<file path="src/hdl/esc_pkg.sv">
// ----------------------------------------------------------------------------
// esc_pkg
// Shared types and constants for the environmental sensor compensation block.
// ----------------------------------------------------------------------------
package esc_pkg;

	localparam int unsigned DIV_W = 32;
	localparam int unsigned CFG_IDX_W = 3;
	localparam int unsigned CFG_DATA_W = 64;

	typedef enum logic [CFG_IDX_W-1:0] {
		REG_CAL_TEMP       = 3'd0,
		REG_CAL_PRESS_A    = 3'd1,
		REG_CAL_PRESS_B    = 3'd2,
		REG_CAL_PRESS_LAST = 3'd3,
		REG_CAL_HUM_A      = 3'd4,
		REG_CAL_HUM_B      = 3'd5
	} reg_idx_t;

	// calibration words, each extended to a 32-bit pattern
	typedef struct packed {
		logic signed [31:0] t1, t2, t3;
		logic signed [31:0] p1, p2, p3, p4, p5, p6, p7, p8, p9;
		logic signed [31:0] h1, h2, h3, h4, h5, h6;
	} cal_t;

	// fields handed from the front pipeline through the divider
	typedef struct packed {
		logic signed [17:0] temp;
		logic [13:0]        hum;
		logic               pvalid;
		logic               post_shift;
	} side_t;

endpackage

</file>
<file path="src/hdl/esc_back.sv">
// ----------------------------------------------------------------------------
// esc_back
// Final pressure correction after the divide; last stage is the output register.
// ----------------------------------------------------------------------------
module esc_back (
	input  logic                      clk,
	input  logic                      arst_n,
	input  logic                      en,
	input  logic                      in_vld,
	input  logic [esc_pkg::DIV_W-1:0] quo,
	input  esc_pkg::side_t            side_in,
	input  esc_pkg::cal_t             cal,
	output logic                      out_vld,
	output logic signed [17:0]        temperature_centi,
	output logic [13:0]               humidity_centi,
	output logic [23:0]               pressure_pa,
	output logic                      pressure_valid
);
	import esc_pkg::*;

	logic [2:0]         vld_s;
	logic [31:0]        ps_s1, ss_s1, ps_s2;
	logic signed [31:0] pb_s1, pa_s2, pb_s2;
	side_t              side_s1, side_s2;
	logic [17:0]        temp_s3;
	logic [13:0]        hum_s3;
	logic [23:0]        press_s3;
	logic               pv_s3;

	logic [31:0]        press0, sdiv8, quart, fin;

	always_comb begin
		press0 = side_in.post_shift ? (quo << 1) : quo;
		sdiv8  = press0 >> 3;
		quart  = press0 >> 2;
		// keep the correction term signed so the shift is arithmetic
		fin    = ps_s2 + $unsigned((pa_s2 + pb_s2 + cal.p7) >>> 4);
	end

	always_ff @(posedge clk or negedge arst_n) begin
		if (!arst_n) begin
			vld_s <= '0;
		end else if (en) begin
			vld_s <= {vld_s[1:0], in_vld};
		end
	end

	always_ff @(posedge clk) begin
		if (en) begin
			ps_s1    <= press0;
			ss_s1    <= sdiv8 * sdiv8;
			pb_s1    <= $signed(quart) * cal.p8;
			side_s1  <= side_in;
			ps_s2    <= ps_s1;
			pa_s2    <= (cal.p9 * $signed(ss_s1 >> 13)) >>> 12;
			pb_s2    <= pb_s1 >>> 13;
			side_s2  <= side_s1;
			temp_s3  <= side_s2.temp;
			hum_s3   <= side_s2.hum;
			press_s3 <= side_s2.pvalid ? fin[23:0] : '0;
			pv_s3    <= side_s2.pvalid;
		end
	end

	assign out_vld           = vld_s[2];
	assign temperature_centi = temp_s3;
	assign humidity_centi    = hum_s3;
	assign pressure_pa       = press_s3;
	assign pressure_valid    = pv_s3;

endmodule
</file>
<file path="config.mk">
export PLATFORM = sky130hd
export DESIGN_NAME = esc_back
export DESIGN_NICKNAME = d
export VERILOG_FILES = /design/src/hdl/esc_pkg.sv /design/src/hdl/esc_back.sv
export SDC_FILE = /design/constraint.sdc
export NUM_CORES = 2
export LEC_CHECK = 0
export BUFFER_PORTS_ARGS = -buffer_cell sky130_fd_sc_hd__buf_2
export CELL_PAD_IN_SITES_DETAIL_PLACEMENT = 0
export CELL_PAD_IN_SITES_GLOBAL_PLACEMENT = 1
export CORE_ASPECT_RATIO = 1.2
export CORE_UTILIZATION = 43
export CTS_BUF_LIST = sky130_fd_sc_hd__clkbuf_16
export DETAILED_ROUTE_END_ITERATION = 16
export HOLD_SLACK_MARGIN = 0.05
export PLACE_DENSITY_LB_ADDON = 0.1
export SLEW_MARGIN = 20
export SYNTH_ARGS = -nofsm -noshare
export SYNTH_HDL_FRONTEND = slang
export SYNTH_SLANG_ARGS = --single-unit
</file>
<file path="constraint.sdc">
create_clock -name clk -period 6.5 [get_ports clk]
set_input_delay 1.3 -clock clk [delete_from_list [all_inputs] [get_ports clk]]
set_output_delay 1.3 -clock clk [all_outputs]
set_load 0.005 [all_outputs]
</file>
==> results.md <==
* Pre-antenna DRT Iters at 5
* Die Ht at 378 um
* Largest fanout of any net on the critical path at 8
* Die Outline Area at 119000 um^2
* Number of standard cells after synthesis at 5088
* Via count normalized by instance count at 4.87
* Area of the core at 117000 um^2
* Total routing usage reported by global routing at 28.2%
* Endpoint required time on the critical path at 6.87 ns
* Netlist area before placement at 50800 um^2
* Arrival time of data at the critical path endpoint at 8.18 ns
* Distinct cells, synth at 70
* Violation count after the first detailed-route iteration at 1538
* Synth top area cells: sky130_fd_sc_hd__fa_1 45%, sky130_fd_sc_hd__edfxtp_1 15%, sky130_fd_sc_hd__ha_1 9.3%, sky130_fd_sc_hd__inv_1 9.2%, sky130_fd_sc_hd__nand2_1 5.2%
* Avg Cell Area, Syn at 9.98 um^2
* EDFF count, synth at 248
* Wire length of the first global-routing pass at 247000 um
* WS Path Type: in2reg
* Post-detailed-route DRC marker count at 0
* Starting Density at 43.5%
* Worst slack at placement at -2.44 ns
* Gr ovfl total at 0
* Max cap viols at 0
* Port Buf Inserts at 219
* Max Transition Viols Final at 0
* Synthesis-to-layout area growth at 25.0%
* Min setup slack post-route at -1.31 ns
* Met2 demand-to-capacity share in global routing at 48.8%
* Kind of start point of the critical path: primary input
* Number of global-route vias before repair at 41100
* Clock insertion delay at the later pin of the skew report at 0.63 ns
* Clock tree from TritonCTS: yes
* Register area share after synthesis at 14.8%
* Initial antenna violation count at 16
* CTS sink count at 251
* Cell at the root of the clock tree: sky130_fd_sc_hd__clkbuf_16
* Setup clock skew after layout at 0.0372 ns
* Routing layer with the top usage in global route: met2
* Rel. slew slack at 26.2%
* Kind of capture point of the worst setup path: flip-flop
* Cell type contributing the most total cell area after synthesis: sky130_fd_sc_hd__fa_1
* Maximum number of buffers from clock root to sink at 3
* Type of the worst min-delay path: reg2reg
* Post-Synthesis Net Count at 7251
* Count of vias placed by the detailed router at 36900
* Slew at the pin with the worst max-slew slack at 1.11 ns
* Final antenna-violating net count at 0
* Met1 capacity usage during global routing at 34.7%
* Setup violation total in the final timing report at 50
* Area fraction of the dominant cell type after synthesis at 44.9%
* Outcome: finished with violations
* Share of synthesized registers carrying an async set or reset at 1.20%
* Clock transition at path regs at 0.07 ns
* WHS at 0.396 ns
* Setup repair after global routing missed its margin: yes
* CTS hold repair buffers at 0
* Post-synthesis register bit count at 251
* Most frequent cells after synthesis: 1245 x sky130_fd_sc_hd__inv_1, 1139 x sky130_fd_sc_hd__fa_1, 705 x sky130_fd_sc_hd__nand2_1, 417 x sky130_fd_sc_hd__and2_1, 378 x sky130_fd_sc_hd__ha_1
* Die Width at 316 um
* Post-route cell area at 63500 um^2
* I/O pin count at 704
* H-Tree Depth at 1
* Routability-driven placement congestion ratio at 0.927
* Violations in the final reports: negative setup slack
* Placed cell area at 60000 um^2
* Final Hold Fails at 0
* Non-filler instance count after layout at 7576
* Total number of placement rows at 137
* Routed length per placed instance at 21.5 um
* Final HPWL DP at 141000 um
* Share of final-layout standard cells stronger than drive strength 1 at 24.4%
* GRT met3 Usage at 4.05%
* # placed instances at 7428
* Dominant synthesized flop cell: sky130_fd_sc_hd__edfxtp_1
* Number of buffers added by the clock tree synthesis step at 30
* Most frequent cell after synthesis: sky130_fd_sc_hd__inv_1
* Minimum clock period at 7.81 ns
* Largest net degree at the start of global routing at 148
* Number of nets in the layout at 8179
* Final period util at 120%
* Maximum operating frequency at 128 MHz
* Yosys warnings at 0
* Total wire length after detailed routing at 163000 um
flip-flops by register name, indices dropped and copies added (netlist names):
signal / flops
side_s1: 33
side_s2: 33
pressure_pa: 24
ps_s1: 24
ps_s2: 24
pa_s2: 20
pb_s1: 19
pb_s2: 19
ss_s1: 19
temperature_centi: 18
humidity_centi: 14
vld_s: 3
pressure_valid: 1
worst paths after layout:
path / from / endpoint / slack (ns) / depth (start not counted)
setup / recovery: side_in[0] / pb_s1[31] / -1.31 / 25
hold / removal: ps_s1[4] / ps_s2[4] / 0.40 / 0
setup reg to reg: ss_s1[15] / pa_s2[18] / -0.40 / 25
hold reg to reg: ps_s1[4] / ps_s2[4] / 0.40 / 0
max in group asynchronous: arst_n / vld_s[2] / 5.81 / 1
min in group asynchronous: arst_n / vld_s[0] / 0.53 / 1
through the flow:
stage               TNS (ns)  utilization (%)
global route          -47.69             54.4
CTS                   -36.58             53.4
floorplan             -53.99                -
detailed placement    -85.76             51.4
finish                -39.02             54.4
global placement      -81.55             51.4
per-layer routing:
metal | routed length [um] | share of wire [%] | vias to the layer above
li1 | - | - | 16800
met1 | 65200 | 40 | 19000
met2 | 80600 | 49 | 811
met3 | 8070 | 4.9 | 285
met4 | 9100 | 5.6 | 10
met5 | 82 | 0.050 | -
worst max-delay path, stage by stage:
cell and delay (ns):
sky130_fd_sc_hd__buf_12 0.10, sky130_fd_sc_hd__buf_16 0.16, sky130_fd_sc_hd__mux2i_4 0.27, sky130_fd_sc_hd__buf_6 0.13
sky130_fd_sc_hd__clkinvlp_4 0.16, sky130_fd_sc_hd__buf_12 0.19, sky130_fd_sc_hd__and2_1 0.17, sky130_fd_sc_hd__fa_1 0.49
sky130_fd_sc_hd__fa_1 0.52, sky130_fd_sc_hd__inv_1 0.06, sky130_fd_sc_hd__fa_1 0.49, sky130_fd_sc_hd__inv_1 0.06
sky130_fd_sc_hd__fa_1 0.41, sky130_fd_sc_hd__fa_1 0.52, sky130_fd_sc_hd__fa_1 0.44, sky130_fd_sc_hd__fa_1 0.49
sky130_fd_sc_hd__fa_1 0.62, sky130_fd_sc_hd__ha_4 0.22, sky130_fd_sc_hd__a211o_1 0.33, sky130_fd_sc_hd__o31ai_4 0.29
sky130_fd_sc_hd__buf_12 0.15, sky130_fd_sc_hd__o31ai_4 0.08, sky130_fd_sc_hd__a211oi_2 0.27, sky130_fd_sc_hd__o21bai_1 0.10
sky130_fd_sc_hd__xnor2_1 0.13
final cells by class:
class	count	area, um^2
flip-flops and latches	251	7520
clock buffers	30	751
diodes	7	17.5
repair buffers	1100	8820
well taps	1529	1910
multi-input cells	3382	39500
clock inverters	26	258
fillers	10700	53200
inverters	1251	4740
cells in the final DEF (no fill, tap or decap), types with 27 or more instances in the layout:
master,synthesis,layout
sky130_fd_sc_hd__inv_2,0,36
sky130_fd_sc_hd__buf_2,4,204
sky130_fd_sc_hd__a21o_1,33,33
sky130_fd_sc_hd__and2_1,417,401
sky130_fd_sc_hd__o21ai_0,35,27
sky130_fd_sc_hd__xor2_1,40,34
sky130_fd_sc_hd__edfxtp_1,248,248
sky130_fd_sc_hd__ha_1,378,345
sky130_fd_sc_hd__buf_4,1,763
sky130_fd_sc_hd__inv_1,1245,1208
sky130_fd_sc_hd__nand2_1,705,677
sky130_fd_sc_hd__nor2_1,182,159
sky130_fd_sc_hd__fa_1,1139,1098
sky130_fd_sc_hd__buf_12,0,57
sky130_fd_sc_hd__fa_2,0,41
sky130_fd_sc_hd__xnor2_1,153,144
sky130_fd_sc_hd__clkbuf_16,0,31
sky130_fd_sc_hd__ha_4,0,31
sky130_fd_sc_hd__buf_6,0,61
logic make-up after synthesis:
| logic type | synth area share (%) |
|---|---|
| DFF | 14.8 |
| muxes | 0.880 |
| buffers and inverters | 10.8 |
| and+or+nand+nor | 13.1 |
| adders and majority gates | 54.2 |
| AOI/OAI and AO/OA | 2.83 |
| xor gates and xnor gates | 3.33 |
what timing repair did:
action                                  4_1_cts  5_1_grt
resized for setup                           240      178
buffers inserted                             55       39
pin swaps                                    98      112
cloned                                        1        1
endpoints found under the setup margin       53       55
Power is not shown: default switching activity piles up to over one toggle a cycle in this logic, so the estimate is an artifact.
